File: src/sv/vvr_pkg.sv
// Shared types, constants and helpers of the velocity Verlet reflecting step.
package vvr_pkg;

  localparam int DIMENSIONS = 3;
  localparam int LATENCY    = 12;

  typedef enum logic [2:0] {
    REG_STEP_SIZE  = 3'd0,
    REG_HALF_STEP  = 3'd1,
    REG_REFLECT    = 3'd2,
    REG_BOUNDS_X   = 3'd3,
    REG_BOUNDS_Y   = 3'd4,
    REG_BOUNDS_Z   = 3'd5
  } reg_index_t;

  typedef enum logic [1:0] {
    AXIS_X = 2'd0,
    AXIS_Y = 2'd1,
    AXIS_Z = 2'd2
  } axis_t;

  typedef struct packed {
    logic        sat;
    logic [31:0] val;
  } clip_t;

  // Inputs of the wall stage: position and velocity after the step, walls of the axis.
  typedef struct packed {
    logic [31:0] pos;
    logic [31:0] vel;
    logic [31:0] lo_wall;
    logic [31:0] hi_wall;
    logic        lo_en;
    logic        hi_en;
    logic        sat;
  } mirror_in_t;

  typedef struct packed {
    logic [31:0] pos;
    logic [31:0] vel;
    logic [1:0]  refl;
    logic        sat;
  } mirror_out_t;

  // Clips a signed 52 bit value to the signed 32 bit range.
  function automatic clip_t sat32(input logic [51:0] x);
    clip_t c;
    if (!x[51] && (|x[50:31])) begin
      c.sat = 1'b1;
      c.val = 32'h7FFF_FFFF;
    end else if (x[51] && !(&x[50:31])) begin
      c.sat = 1'b1;
      c.val = 32'h8000_0000;
    end else begin
      c.sat = 1'b0;
      c.val = x[31:0];
    end
    return c;
  endfunction

endpackage

File: src/sv/vvr_scale.sv
// Three stage unit: rounded (value * Q8.24 coefficient) >> 24, ties away from zero.
module vvr_scale
  import vvr_pkg::*;
(
  input  logic        clk,
  input  logic        en,
  input  logic [41:0] value,
  input  logic [31:0] coef,
  output logic [50:0] result
);

  logic        neg1, neg2;
  logic [40:0] mag1;
  logic [63:0] prod_lo;
  logic [40:0] prod_hi;
  logic [49:0] rmag;

  // The magnitude stays below 2^41, so the top bit of the negation is dropped.
  always_ff @(posedge clk) begin
    if (en) begin
      neg1 <= value[41];
      mag1 <= value[41] ? 41'(-value) : value[40:0];
    end
  end

  always_ff @(posedge clk) begin
    if (en) begin
      neg2    <= neg1;
      prod_lo <= 64'(mag1[31:0]) * 64'(coef);
      prod_hi <= 41'(mag1[40:32]) * 41'(coef);
    end
  end

  assign rmag = {1'b0, prod_hi, 8'b0} + 50'(prod_lo[63:24]) + 50'(prod_lo[23]);

  always_ff @(posedge clk) begin
    if (en) begin
      result <= neg2 ? -{1'b0, rmag} : {1'b0, rmag};
    end
  end

endmodule

File: config.mk
export PLATFORM = sky130hd
export DESIGN_NAME = vvr_scale
export DESIGN_NICKNAME = d
export VERILOG_FILES = /design/src/sv/vvr_pkg.sv /design/src/sv/vvr_scale.sv
export SDC_FILE = /design/constraint.sdc
export NUM_CORES = 2
export LEC_CHECK = 0
export ABC_AREA = 1
export BUFFER_PORTS_ARGS = -buffer_cell sky130_fd_sc_hd__buf_2
export CORE_AREA = 5 5 293 295
export CTS_CLUSTER_DIAMETER = 60
export DETAILED_ROUTE_END_ITERATION = 6
export DIE_AREA = 0 0 298 300
export PLACE_DENSITY = 0.84
export REMOVE_ABC_BUFFERS = 1
export SYNTH_ARGS = -nofsm -noshare
export SYNTH_HDL_FRONTEND = slang
export SYNTH_SLANG_ARGS = --single-unit
File: constraint.sdc
create_clock -name clk -period 8.9 [get_ports clk]
set_input_delay 0.445 -clock clk [delete_from_list [all_inputs] [get_ports clk]]
set_output_delay 0.445 -clock clk [all_outputs]
set_load 0.02 [all_outputs]
==> qor.yml <==
yosys:
  synth-seq-area-share: 0.0960
  synth_edf_count: 176
  synth_cells: 7250
  yosys_warnings: 0
  yosysUniqueCellTypes: 46
  async_flop_share: 0
  synth_area_um2: 55100
  ys.flop_type: "edfxtp_1"
  avgSynthCellArea_um2: 7.59
  synth-seq-cells: 176
worst_hold_path:
  holdPathEnd: "mag1[0]"
  hp-class: "input port to flip-flop"
  min_from: "value[0]"
  hold_depth: 1
setup_path:
  worstSetupPathType: "flip-flop to flip-flop"
  worst_ep_required_time_ps: 9150
  rr_endpoint: "prod_lo[39]"
  r2r_slack_ps: 670
  crit_fanout: 16
  end_kind: "flip-flop"
  rr_startpoint: "mag1[14]"
  crit_slowest_cell: "edfxtp_1"
  cp-start-kind: "flip-flop"
  critPathArrivalTime_ps: 8480
  critical_path.most_common_cell: "fa_1"
  max_stage_delay_ps: 1140
  reg2reg_depth: 27
clocking:
  post_cts_buffers: 0
  htreeDepth: 4
  ctsRootBufferMaster: "clkbuf_16"
  clk_path_buf_depth: 2
  tritoncts: "done"
  holdBufCountCts: 0
  cts_made_buffers: 17
  insertion_delay_ps: 510
  cts_resized: 0
  clock-sinks: 176
  clkTransAtPathRegs_ps: 90
routing:
  wl_per_cell_um: 19.0
  drt_iter0_markers: 4353
  viasPerCell: 5.54
  dr.pass1.iters: 6
  ant_nets: 0
  via_count: 45900
  post-route-drc-count: 0
  drt-total-wl_um: 158000
timing:
  fin_tns_setup_ps: 0
  setup_ws_ps: 669
  relSlewSlack: 0.160
  max_freq_ghz: 0.121
  rsz0062_at_grt: "false"
  drv_slew: 0
  fin_skew_ps: 28.0
  finalCritPeriodShare: 0.925
  setup_viol: 0
  finalHoldViolCount: 0
  fin_crit_ps: 8230
  worstMarginPinSlew_ps: 1260
final_layout:
  drive_gt1_frac: 0.0473
  final_nets: 8739
  diodes: 0
  area_growth_pct: 3.99
floorplan:
  coreArea_um2: 82900
  fp.dieArea_um2: 89400
  ios: 127
  die_x_um: 298
  die_h_um: 300
  row_count: 106
  start_util: 0.664
flow_run:
  drv_cap: 0
outcome:
  outcome: "completed"
global_routing:
  grt_pass1_wl_um: 253000
  grtUsageMet3: 0.106
  grt_overflow_total: 0
  use_met2: 0.601
  use_met1: 0.437
  grt_pass1_vias: 49000
  grt_max_degree: 72
  antenna_found_initial: 5
  grt_busiest_layer: "met2"
  grt_usage: 0.361
placement:
  hpwlAfterDp_um: 129000
  io_buffers: 126
  gp_congestion: 0.997
  dp_slack_ps: 787
-- worst max path at each step --
stage | startpoint | end | slack, ps | depth (start not counted)
global placement | coef[10] | prod_lo[39] | 900 | 27
floorplan | mag1[30] | prod_lo[56] | 2020 | 26
CTS | mag1[14] | prod_lo[39] | 930 | 26
global route | mag1[11] | prod_lo[56] | 440 | 25
detailed placement | coef[5] | prod_lo[56] | 790 | 27
finish | mag1[14] | prod_lo[39] | 670 | 27
-- cells in the mapped netlist, types with 3 or more instances --
cell | instances | area [um2]
a211oi_1 | 3 | 22.5
a21boi_0 | 5 | 37.5
a21o_1 | 5 | 37.5
a21oi_1 | 176 | 881
a31oi_1 | 23 | 144
and3_1 | 3 | 18.8
buf_1 | 6 | 22.5
clkbuf_1 | 285 | 1070
clkinv_1 | 3 | 11.3
edfxtp_1 | 176 | 5290
fa_1 | 1106 | 22100
ha_1 | 357 | 4470
inv_1 | 2185 | 8200
inv_2 | 8 | 30.0
nand2_1 | 2014 | 7560
nand2_2 | 32 | 200
nand2_4 | 5 | 56.3
nand3_1 | 109 | 546
nand3_2 | 10 | 100
nand3b_1 | 6 | 45.0
nand4_1 | 39 | 244
nor2_1 | 310 | 1160
nor2_2 | 17 | 106
nor2_4 | 8 | 90.1
nor3_1 | 34 | 170
nor4_1 | 9 | 56.3
o21a_1 | 21 | 158
o21ai_0 | 92 | 460
o21ai_1 | 6 | 30.0
o21ai_2 | 3 | 26.3
o21bai_1 | 8 | 60.1
o221ai_1 | 9 | 78.8
or2_2 | 3 | 18.8
xnor2_1 | 40 | 350
xor2_1 | 117 | 1020
-- metrics by stage --
| step | cell area (um2) | cells | hold slack (ps) | utilization |
|---|---|---|---|---|
| global placement | 56700 | 8261 | 403 | 0.684 |
| CTS | 57300 | 8293 | 160 | 0.691 |
| floorplan | 54000 | 6959 | 400 | - |
| global route | 57300 | 8293 | 171 | 0.691 |
| detailed placement | 56700 | 8261 | 411 | 0.684 |
| finish | 57300 | 8293 | 185 | 0.691 |
-- registers in the layout, indices dropped and copies added (netlist names) --
signal and flops:
neg1 1, prod_lo 41, mag1 41, neg2 1
prod_hi 41, result 51
-- cell type report --
type / instances / area, um2
Multi-Input combinational cell: 4587 / 40400
Fill cell: 6506 / 25600
Inverter: 2196 / 8240
Sequential cell: 176 / 5290
Timing Repair Buffer: 222 / 1380
Tap cell: 1080 / 1350
Clock buffer: 19 / 433
Clock inverter: 13 / 124
-- metal layers --
metal | vias up | routed length (um)
met1 | 22000 | 55300
met2 | 2688 | 73600
met5 | - | 40
li1 | 20500 | -
met3 | 710 | 19200
met4 | 6 | 9560
-- worst max-delay path, delay by kind of cell, from the launching register on --
family	cells	cell delay (ps)
adder cells (fa/ha/maj)	9	4390
flip-flops	1	1140
AND/OR/NAND/NOR	8	910
buffers and inverters	7	760
AO/OA/AOI/OAI	3	750
-- cell usage in the layout, fill, tap and decap left out, drive strengths merged, types with 3 or more instances in the layout --
master  count
a21oi     178
o221ai      9
nor4        9
a31oi      23
o21ai     101
nand4      41
xor2      117
nor2      335
nand3b      6
clkinv      9
ha        357
o21a       21
buf       222
xnor2      40
or2         3
clkbuf     19
nand2    2051
nor3       34
edfxtp    176
o21bai      8
a211oi      3
and3        3
fa       1106
a21o        5
inv      2200
a21boi      5
nand3     119
-- cells by family after synthesis --
| group | share of synthesized area |
|---|---|
| simple gates | 0.189 |
| buf+inv | 0.170 |
| fa+ha+maj | 0.483 |
| compound gates | 0.0371 |
| flops | 0.0960 |
| xor+xnor | 0.0250 |
Power is left out: the tool's default activity adds up to more than one toggle a clock period on the data nets, which glitch-free logic cannot reach.
