### src/sv/vvr_pkg.sv
// Shared types, constants and helpers of the velocity Verlet reflecting step.
package vvr_pkg;

  localparam int DIMENSIONS = 3;
  localparam int LATENCY    = 12;

  typedef enum logic [2:0] {
    REG_STEP_SIZE  = 3'd0,
    REG_HALF_STEP  = 3'd1,
    REG_REFLECT    = 3'd2,
    REG_BOUNDS_X   = 3'd3,
    REG_BOUNDS_Y   = 3'd4,
    REG_BOUNDS_Z   = 3'd5
  } reg_index_t;

  typedef enum logic [1:0] {
    AXIS_X = 2'd0,
    AXIS_Y = 2'd1,
    AXIS_Z = 2'd2
  } axis_t;

  typedef struct packed {
    logic        sat;
    logic [31:0] val;
  } clip_t;

  // Inputs of the wall stage: position and velocity after the step, walls of the axis.
  typedef struct packed {
    logic [31:0] pos;
    logic [31:0] vel;
    logic [31:0] lo_wall;
    logic [31:0] hi_wall;
    logic        lo_en;
    logic        hi_en;
    logic        sat;
  } mirror_in_t;

  typedef struct packed {
    logic [31:0] pos;
    logic [31:0] vel;
    logic [1:0]  refl;
    logic        sat;
  } mirror_out_t;

  // Clips a signed 52 bit value to the signed 32 bit range.
  function automatic clip_t sat32(input logic [51:0] x);
    clip_t c;
    if (!x[51] && (|x[50:31])) begin
      c.sat = 1'b1;
      c.val = 32'h7FFF_FFFF;
    end else if (x[51] && !(&x[50:31])) begin
      c.sat = 1'b1;
      c.val = 32'h8000_0000;
    end else begin
      c.sat = 1'b0;
      c.val = x[31:0];
    end
    return c;
  endfunction

endpackage

### src/sv/vvr_mirror.sv
// Two stage wall reflection: lower wall first, then upper wall and the final clip.
module vvr_mirror
  import vvr_pkg::*;
(
  input  logic        clk,
  input  logic        en,
  input  mirror_in_t  mi,
  output mirror_out_t mo
);

  logic [34:0] pos1;
  logic [32:0] vel1;
  logic [31:0] hi1;
  logic        hi_en1, sat1, lo_hit1;

  logic        lo_hit, hi_hit;
  logic [34:0] lo_twice, pos_ext;
  logic [36:0] pos2;
  logic [33:0] vel2;
  clip_t       pc, vc;

  always_comb begin
    lo_hit   = mi.lo_en && ($signed(mi.pos) < $signed(mi.lo_wall));
    lo_twice = {{2{mi.lo_wall[31]}}, mi.lo_wall, 1'b0};
    pos_ext  = {{3{mi.pos[31]}}, mi.pos};
  end

  always_ff @(posedge clk) begin
    if (en) begin
      lo_hit1 <= lo_hit;
      pos1    <= lo_hit ? lo_twice - pos_ext : pos_ext;
      vel1    <= lo_hit ? -{mi.vel[31], mi.vel} : {mi.vel[31], mi.vel};
      hi1     <= mi.hi_wall;
      hi_en1  <= mi.hi_en;
      sat1    <= mi.sat;
    end
  end

  always_comb begin
    hi_hit = hi_en1 && ($signed(pos1) > $signed({{3{hi1[31]}}, hi1}));
    pos2   = hi_hit ? {{4{hi1[31]}}, hi1, 1'b0} - {{2{pos1[34]}}, pos1}
                    : {{2{pos1[34]}}, pos1};
    vel2   = hi_hit ? -{vel1[32], vel1} : {vel1[32], vel1};
    pc     = sat32({{15{pos2[36]}}, pos2});
    vc     = sat32({{18{vel2[33]}}, vel2});
  end

  always_ff @(posedge clk) begin
    if (en) begin
      mo.pos  <= pc.val;
      mo.vel  <= vc.val;
      mo.refl <= {hi_hit, lo_hit1};
      mo.sat  <= sat1 | pc.sat | vc.sat;
    end
  end

endmodule

### config.mk
export PLATFORM = sky130hd
export DESIGN_NAME = vvr_mirror
export DESIGN_NICKNAME = d
export VERILOG_FILES = /design/src/sv/vvr_pkg.sv /design/src/sv/vvr_mirror.sv
export SDC_FILE = /design/constraint.sdc
export NUM_CORES = 1
export LEC_CHECK = 0
export ABC_AREA = 1
export BUFFER_PORTS_ARGS = -buffer_cell sky130_fd_sc_hd__buf_2
export CORE_UTILIZATION = 59
export DETAILED_ROUTE_END_ITERATION = 8
export PLACE_DENSITY = 0.9
export SETUP_SLACK_MARGIN = 0.02
export SLEW_MARGIN = 25
export SYNTH_ARGS = -nofsm -noshare
export SYNTH_HDL_FRONTEND = slang
export SYNTH_SLANG_ARGS = --single-unit
### constraint.sdc
create_clock -name clk -period 3.5 [get_ports clk]
set_input_delay 0.175 -clock clk [delete_from_list [all_inputs] [get_ports clk]]
set_output_delay 0.175 -clock clk [all_outputs]
set_load 0.01 [all_outputs]
==> summary.txt, run 1 <==
Global routing
  • Number of global-route vias before repair: 12320
  • Pin count of the biggest net entering global routing: 106
  • Gr ovfl total: 0
  • Global-route wire length before repair: 61680 um
  • Initial antenna violation count: 2
  • GRT Total Usage: 32.26%

Worst hold path
  • Worst min-delay path category: input pin to flip-flop

Clocking
  • CTS Root Cell: clkbuf_16
  • Clock Pin Slew Worst Setup and Hold Paths: 0.07 ns
  • Clock Path Buffers: 2
  • CTS buffer count: 17
  • CTS Sinks: 169
  • CTS tree: yes
  • Clk_lat worst skew: 0.45 ns
  • CTS H-tree depth: 4

Synthesis
  • Dominant cells by area after synthesis: edfxtp_1 (36%), nand2_1 (14%), ha_1 (12%)
  • Register area share after synthesis: 35.67%
  • Synth unique cells: 52
  • Syn nets: 2152
  • Post-synthesis async set-or-reset flop share: 0%
  • Area share of the largest cell type after synthesis: 35.67%
  • Post-Synthesis Mean Instance Area: 7.548 um2
  • Post-synth top flop: edfxtp_1
  • Cells after Synth: 1885
  • Synth warnings: 0
  • Top post-synthesis cells by count: nand2_1 (546), inv_1 (263), nor2_1 (173)
  • Most frequent cell after synthesis: nand2_1
  • Post-Syn Area: 14230 um2
  • Post-synth EDFFs: 169
  • Largest area contributor in the netlist: edfxtp_1
  • Yosys reg bits: 169

Setup path
  • Critical path class: flip-flop to flip-flop
  • Critical path's top delay family: simple AND/OR/NAND/NOR gates
  • Crit-path most repeated cell: nand2_1
  • Slowest stage delay, CP: 0.48 ns
  • CP Max Fanout: 31
  • Crit end category: flip-flop
  • WP buf/inv: 4
  • CP arrival: 3.47 ns
  • Worst-path cell chain: inv_1, ha_1, nand4_1, nor3_1, nand4_1, nand2_1, inv_1, nand3_4, buf_4, nand2_1, nand2_1, nand2_1, nor2_2, nor2_4, inv_6, o21ai_0
  • Data required, critical path: 3.68 ns
  • Crit start category: flip-flop
  • Slowest cell on crit path: ha_1
  • Flop-to-flop setup slack: 0.21 ns

Power and ir drop
  • Static Leak: 8.012 nW
  • Pwr dens: 480.9 nW/um2
  • Maximum VDD drop: 0.0003615 V
  • Total Power: 7.904 mW

Floorplanning
  • Die Area: 24740 um2
  • Die X: 157.3 um
  • Core area: 23540 um2
  • Starting Density: 60.44%
  • Die Ht: 157.3 um
  • # IOs: 200
  • Num rows: 56

STA
  • RSZ-0062 raised after global routing: no
  • Relative slew slack: 54.88%
  • Final Hold Fails: 0
  • Final worst-path cycle share: 94.07%
  • Final setup vio count: 0
  • Fin crit period: 3.292 ns
  • Hold WS: 0.04047 ns
  • Post-Route Skew: 0.01862 ns
  • Slew @ Worst Pin: 0.6706 ns
  • TNS Setup: 0 ns
  • Final slew viol count: 0
  • Fmax: 303.7 MHz

Cells and area
  • Area grow syn2layout: 15.50%
  • Share of layout cells above drive strength 1: 12.72%
  • Fillers: 1901
  • Fin nets: 2378

Job
  • Max_cap viols: 0

Placed design
  • Final Wtd Congestion: 1.044
  • Final HPWL DP: 30600 um
  • # port buffers: 199

Route
  • Total vias in the final route: 13580
  • Routed Antenna Nets: 0
  • Initial DRC Count: 1416
  • Total wire length: 39130 um
  • Drt first pass iters: 6
  • DRC: 0
  • Vias per Instance: 5.560
  • Avg WL per Cell: 16.02 um

Outcome
  • Status: finished, final reports clean
-- per-layer routing --
metal	share of wire [%]	GRT usage (%)	vias to the layer above	wire length, um
li1	-	-	6655	-
met1	44	45.83	6060	17030
met2	43	48.67	768	16930
met3	10	5.727	99	3914
met4	3.2	12.71	2	1242
met5	0.033	0	-	13
-- kinds of logic after synthesis --
| logic type | synth area share (%) |
|---|---|
| AOI/OAI and AO/OA | 11.37 |
| xor gates and xnor gates | 7.202 |
| adders and majority gates | 11.89 |
| buffers and inverters | 8.776 |
| DFF | 35.67 |
| and+or+nand+nor | 25.10 |
-- state kept, by name, indices dropped and copies added, names as in the netlist --
name and flops:
pos1 34, mo 67, sat1 1, lo_hit1 1
hi1 32, hi_en1 1, vel1 33
-- worst reg2reg max path: stages (launching register included) --
cell,delay [ns]
edfxtp_1,0.38
inv_1,0.07
ha_1,0.48
nand4_1,0.23
nor3_1,0.27
nand4_1,0.11
nand2_1,0.13
inv_1,0.10
nand3_4,0.19
buf_4,0.24
nand2_1,0.16
nand2_1,0.11
nand2_1,0.06
nor2_2,0.12
nor2_4,0.06
inv_6,0.16
o21ai_0,0.13
-- what timing repair did --
action                                 CTS  global route
resized for setup                        0             3
setup endpoints to repair                0            21
hold buffers                            35             0
setup buffers                            0             0
endpoints found under the hold margin   35             0
-- metrics by stage --
stage / area, um2 / setup slack [ns] / util (%) / instances
2_1_floorplan: 14230 / 0.9765 / - / 1885
3_3_place_gp: 15490 / 0.2704 / 65.79 / 2376
3_5_place_dp: 15490 / 0.1745 / 65.79 / 2376
4_1_cts: 16420 / 0.1572 / 69.75 / 2441
5_1_grt: 16430 / 0.04255 / 69.80 / 2442
6_report: 16430 / 0.2077 / 69.81 / 2443
-- area by class of cell --
cell class,count,area (um2),area share (%)
timing repair buffer,247,1463,8.900
tap,319,399.1,2.429
clock inverter,10,145.1,0.8831
clock buffer,20,436.7,2.657
sequential,169,5075,30.88
multi-input combinational,1411,7911,48.14
antenna,2,5.005,0.03045
inverter,265,999.7,6.083
-- report_power, final --
part | switching (mW) | leakage (nW) | internal [mW]
logic | 2.00 | 6.10 | 1.12
clock network | 0.782 | 0.277 | 1.12
registers | 0.185 | 1.64 | 2.70
total | 2.96 | 8.01 | 4.94
-- path summary, 6_finish.rpt --
check	to	from	cells after the start
max reg2reg	mo[35]	pos1[32]	16
min	pos1[0]	mi[99]	1
max	mo[35]	pos1[32]	16
min reg2reg	mo[1]	lo_hit1	0
-- layout by cell type, fill, tap and decap left out, types with 3 or more instances in the layout --
cell | Yosys | routed
a21boi_0 | 3 | 3
buf_2 | 12 | 198
o21ai_0 | 127 | 127
buf_4 | 5 | 12
nor3_2 | 3 | 3
dlygate4sd3_1 | 0 | 35
inv_1 | 263 | 263
and3_1 | 3 | 3
o21bai_1 | 9 | 9
a21o_1 | 11 | 11
o21ai_2 | 2 | 3
ha_1 | 132 | 131
nand3_1 | 60 | 60
inv_6 | 0 | 3
nand3b_1 | 4 | 4
clkbuf_1 | 14 | 3
o31ai_1 | 3 | 3
a31oi_1 | 8 | 8
nor3_1 | 21 | 21
xnor2_1 | 47 | 47
edfxtp_1 | 169 | 169
nand3_2 | 3 | 3
nor4_1 | 14 | 14
nor2_1 | 173 | 173
a21oi_1 | 112 | 112
nand2_1 | 546 | 546
o21ai_1 | 6 | 5
bufinv_16 | 0 | 3
clkbuf_16 | 0 | 17
nor2_2 | 5 | 5
xor2_1 | 70 | 70
nand4_1 | 20 | 20
nand2_2 | 4 | 4
Note: power is estimated with default switching activity, not from simulation.
==> run 2, diff against run 1 <==
--- a/config.mk
+++ b/config.mk
@@ -7,9 +7,10 @@
 export LEC_CHECK = 0
 export ABC_AREA = 1
 export BUFFER_PORTS_ARGS = -buffer_cell sky130_fd_sc_hd__buf_2
-export CORE_UTILIZATION = 59
+export CORE_UTILIZATION = 61
+export CTS_BUF_LIST = sky130_fd_sc_hd__clkbuf_4
 export DETAILED_ROUTE_END_ITERATION = 8
-export PLACE_DENSITY = 0.9
+export PLACE_DENSITY = 0.92
 export SETUP_SLACK_MARGIN = 0.02
 export SLEW_MARGIN = 25
 export SYNTH_ARGS = -nofsm -noshare
==> run 2 against run 1 <==
  * Maximum frequency up 0.57%
  * Clock power down 39%
  * Via count up 4.4%
  * Register-to-register slack better by 0.02 ns
  * Core utilization up 2.8 points
  * Worst hold slack worse by 0.011 ns
  * Critical path depth up 2
  * Non-clock buffer count up 41
  * Wire length up 4.5%
  * Clock skew up 0.011 ns
  * Sequential power about the same
==> summary.txt, run 2 (synthesis results as in run 1) <==
Global routing
  • Gr ovfl total: 0 (unchanged)
  • Pin count of the biggest net entering global routing: 76 (-28%)
  • Number of global-route vias before repair: 13070 (+6.1%)
  • Global-route wire length before repair: 64560 um (+4.7%)
  • Initial antenna violation count: 1 (-1)
  • GRT Total Usage: 34.43% (+2.2 points)

Route
  • Initial DRC Count: 1602 (+13%)
  • Routed Antenna Nets: 0 (unchanged)
  • Total wire length: 40900 um (+4.5%)
  • Total vias in the final route: 14180 (+4.4%)
  • Avg WL per Cell: 16.51 um (+3.0%)
  • Vias per Instance: 5.720 (+2.9%)
  • Drt first pass iters: 7 (+1)
  • DRC: 0 (unchanged)

Cells and area
  • Area grow syn2layout: 16.29%
  • Final instance area: 16550 um2 (+0.69%)
  • Post-layout util: 72.64% (+2.8 points)
  • Top reg by flops: mo
  • Sequential cell area: 5075 um2 (unchanged)
  • Fillers: 1715 (-9.8%)
  • Most frequent cells in the layout: nand2_1 (546), inv_1 (263), buf_2 (198), nor2_1 (173), edfxtp_1 (169)
  • Share of layout cells above drive strength 1: 12.58% (-0.15 points)
  • Non-filler cells, final: 2478 (+1.4%)
  • Area of the multi-input gates: 7910 um2 (about the same)
  • Fin nets: 2419 (+1.7%)
  • Commonest non-fill, non-tap cell in the layout: nand2_1
  • Max reg flops: 67 (unchanged)
  • Top Registers: mo (67), pos1 (34), vel1 (33)

Setup path
  • CP arrival: 3.58 ns (+0.11 ns)
  • Data required, critical path: 3.81 ns (+0.13 ns)
  • Crit end category: flip-flop
  • Crit start category: flip-flop
  • CP Launch Point: hi1[30]
  • Reg2reg start: hi1[30]
  • CP Max Fanout: 31 (unchanged)
  • Critical path class: flip-flop to flip-flop

STA
  • Final slew viol count: 0 (unchanged)
  • Final worst-path cycle share: 93.54% (-0.53 points)
  • Final Hold Fails: 0 (unchanged)
  • Fin crit period: 3.274 ns (-0.01857 ns)
  • Relative slew slack: 46.65% (-8.2 points)
  • Post-Route Skew: 0.02933 ns (+0.01071 ns)
  • TNS Setup: 0 ns (unchanged)
  • RSZ-0062 raised after global routing: no
  • Slew @ Worst Pin: 0.7949 ns (+0.1243 ns)
  • Final setup vio count: 0 (unchanged)
  • Fmax: 305.5 MHz (+0.57%)

Power and ir drop
  • Static Leak: 8.063 nW (+0.64%)
  • Total Power: 7.237 mW (-8.4%)
  • Internal Power: 4.352 mW (-12%)
  • Pwr dens: 437.3 nW/um2 (-9.1%)
  • Flop pwr share: 39.8% (+3.3 points)
  • Sw Ratio: 39.86% (+2.4 points)
  • P_sw: 2.884 mW (-2.6%)
  • Maximum VDD drop: 0.0002757 V (-24%)
  • Logic pwr share: 44.1% (+4.7 points)
  • Clk pwr share: 16.1% (-7.9 points)

Floorplanning
  • Num rows: 55 (-1.8%)
  • Starting Density: 62.47% (+2.0 points)
  • Die X: 154.7 um (-1.6%)
  • # IOs: 200 (unchanged)
  • Die Area: 23940 um2 (-3.2%)
  • Die Ht: 154.7 um (-1.6%)
  • Core area: 22780 um2 (-3.2%)

Clocking
  • CTS Root Cell: clkbuf_4
  • Clock Pin Slew Worst Setup and Hold Paths: 0.13 ns (+0.06 ns)
  • CTS buffer count: 17 (unchanged)
  • Post-CTS setup buffer count: 0 (unchanged)
  • Clock Path Buffers: 2 (unchanged)
  • CTS Sinks: 169 (unchanged)
  • CTS tree: yes
  • Clk_lat worst skew: 0.57 ns (+0.12 ns)
  • CTS H-tree depth: 4 (unchanged)

Outcome
  • Status: finished, final reports clean

Worst hold path
  • Worst min-delay path category: input pin to flip-flop
  • Hold_sp: mi[109]

Placed design
  • Final HPWL DP: 30820 um (+0.72%)
  • Final Wtd Congestion: 0.9721 (-6.9%)
  • # port buffers: 199 (unchanged)
  • Placed Instances: 2371 (-0.21%)
  • Placed inst area: 15500 um2 (about the same)

Job
  • Max_cap viols: 0 (unchanged)
==> run 2: cell types whose count changed in the layout (fill, tap and decap cells not counted) <==
| cell | change |
|---|---|
| clkbuf_4 | +18 |
| clkinvlp_4 | -1 |
| inv_4 | +1 |
| o21ai_2 | -1 |
| dlygate4sd3_1 | +40 |
| clkinv_2 | +1 |
| inv_6 | -1 |
| ha_1 | -1 |
| o21ai_1 | +1 |
| buf_12 | +1 |
| clkbuf_16 | -17 |
| ha_2 | +1 |
| clkbuf_1 | -3 |
| clkinv_1 | +2 |
==> run 2: through the flow <==
step | setup WS, ns | hold WS, ns
after floorplan | 0.9765 | 0.2739
after global placement | 0.3263 | 0.3517
after CTS | 0.2482 | 0.001126
after global routing | 0.03157 | 0.005198
final | 0.2262 | 0.02903
after detailed placement | 0.2509 | 0.3531
==> run 2: repair_timing <==
action,CTS,global route
endpoints found under the setup margin,0,4
hold endpoints to repair,75,0
resized for setup,0,2
hold buffers,75,0
==> run 2: power by group through the flow <==
| stage | Combinational [mW] | Sequential [mW] | Clock [mW] |
|---|---|---|---|
| after floorplan | 2.04 | 2.98 | 0 |
| after global placement | 2.92 | 2.90 | 0 |
| after detailed placement | 3.01 | 2.92 | 0 |
| after CTS | 3.09 | 2.87 | 1.16 |
| after global routing | 3.54 | 2.91 | 1.24 |
| final | 3.19 | 2.88 | 1.16 |
==> run 2: worst paths after layout <==
| path | slack, ns | endpoint | cells past startpoint |
|---|---|---|---|
| worst max-delay path | 0.23 | mo[35] | 18 |
| worst max register to register | 0.23 | mo[35] | 18 |
| worst min-delay path | 0.03 | pos1[10] | 3 |
| worst min register to register | 0.44 | mo[1] | 0 |
==> run 2: final cells by class <==
class / count / share of cell area [%]
antenna: 2 / 0.03025
clock buffer: 18 / 0.8166
clock inverter: 12 / 0.9074
inverter: 265 / 6.026
multi-input combinational: 1411 / 47.80
sequential: 169 / 30.67
tap: 313 / 2.367
timing repair buffer: 288 / 11.38
==> run 2: worst max-delay path, cell delays in order, from the launching register on <==
cell      delay [ns]
edfxtp_1        0.42
inv_1           0.06
ha_1            0.29
nand2_1         0.07
nor2_1          0.27
nand2_1         0.09
nor2_1          0.20
nand4_1         0.12
nand2_1         0.14
inv_1           0.10
nand3_4         0.15
buf_4           0.27
nand2_1         0.12
nand2_1         0.08
nand2_1         0.06
nor2_2          0.16
nor2_4          0.06
inv_4           0.21
o21ai_0         0.14
==> run 2: routing by layer <==
| layer | global-route usage [%] | part of all wire [%] | vias up |
|---|---|---|---|
| li1 | - | - | 6735 |
| met1 | 46.92 | 41 | 6426 |
| met2 | 54.73 | 44 | 896 |
| met3 | 5.212 | 11 | 118 |
| met4 | 14.66 | 4.0 | 0 |
| met5 | 0 | 0 | - |
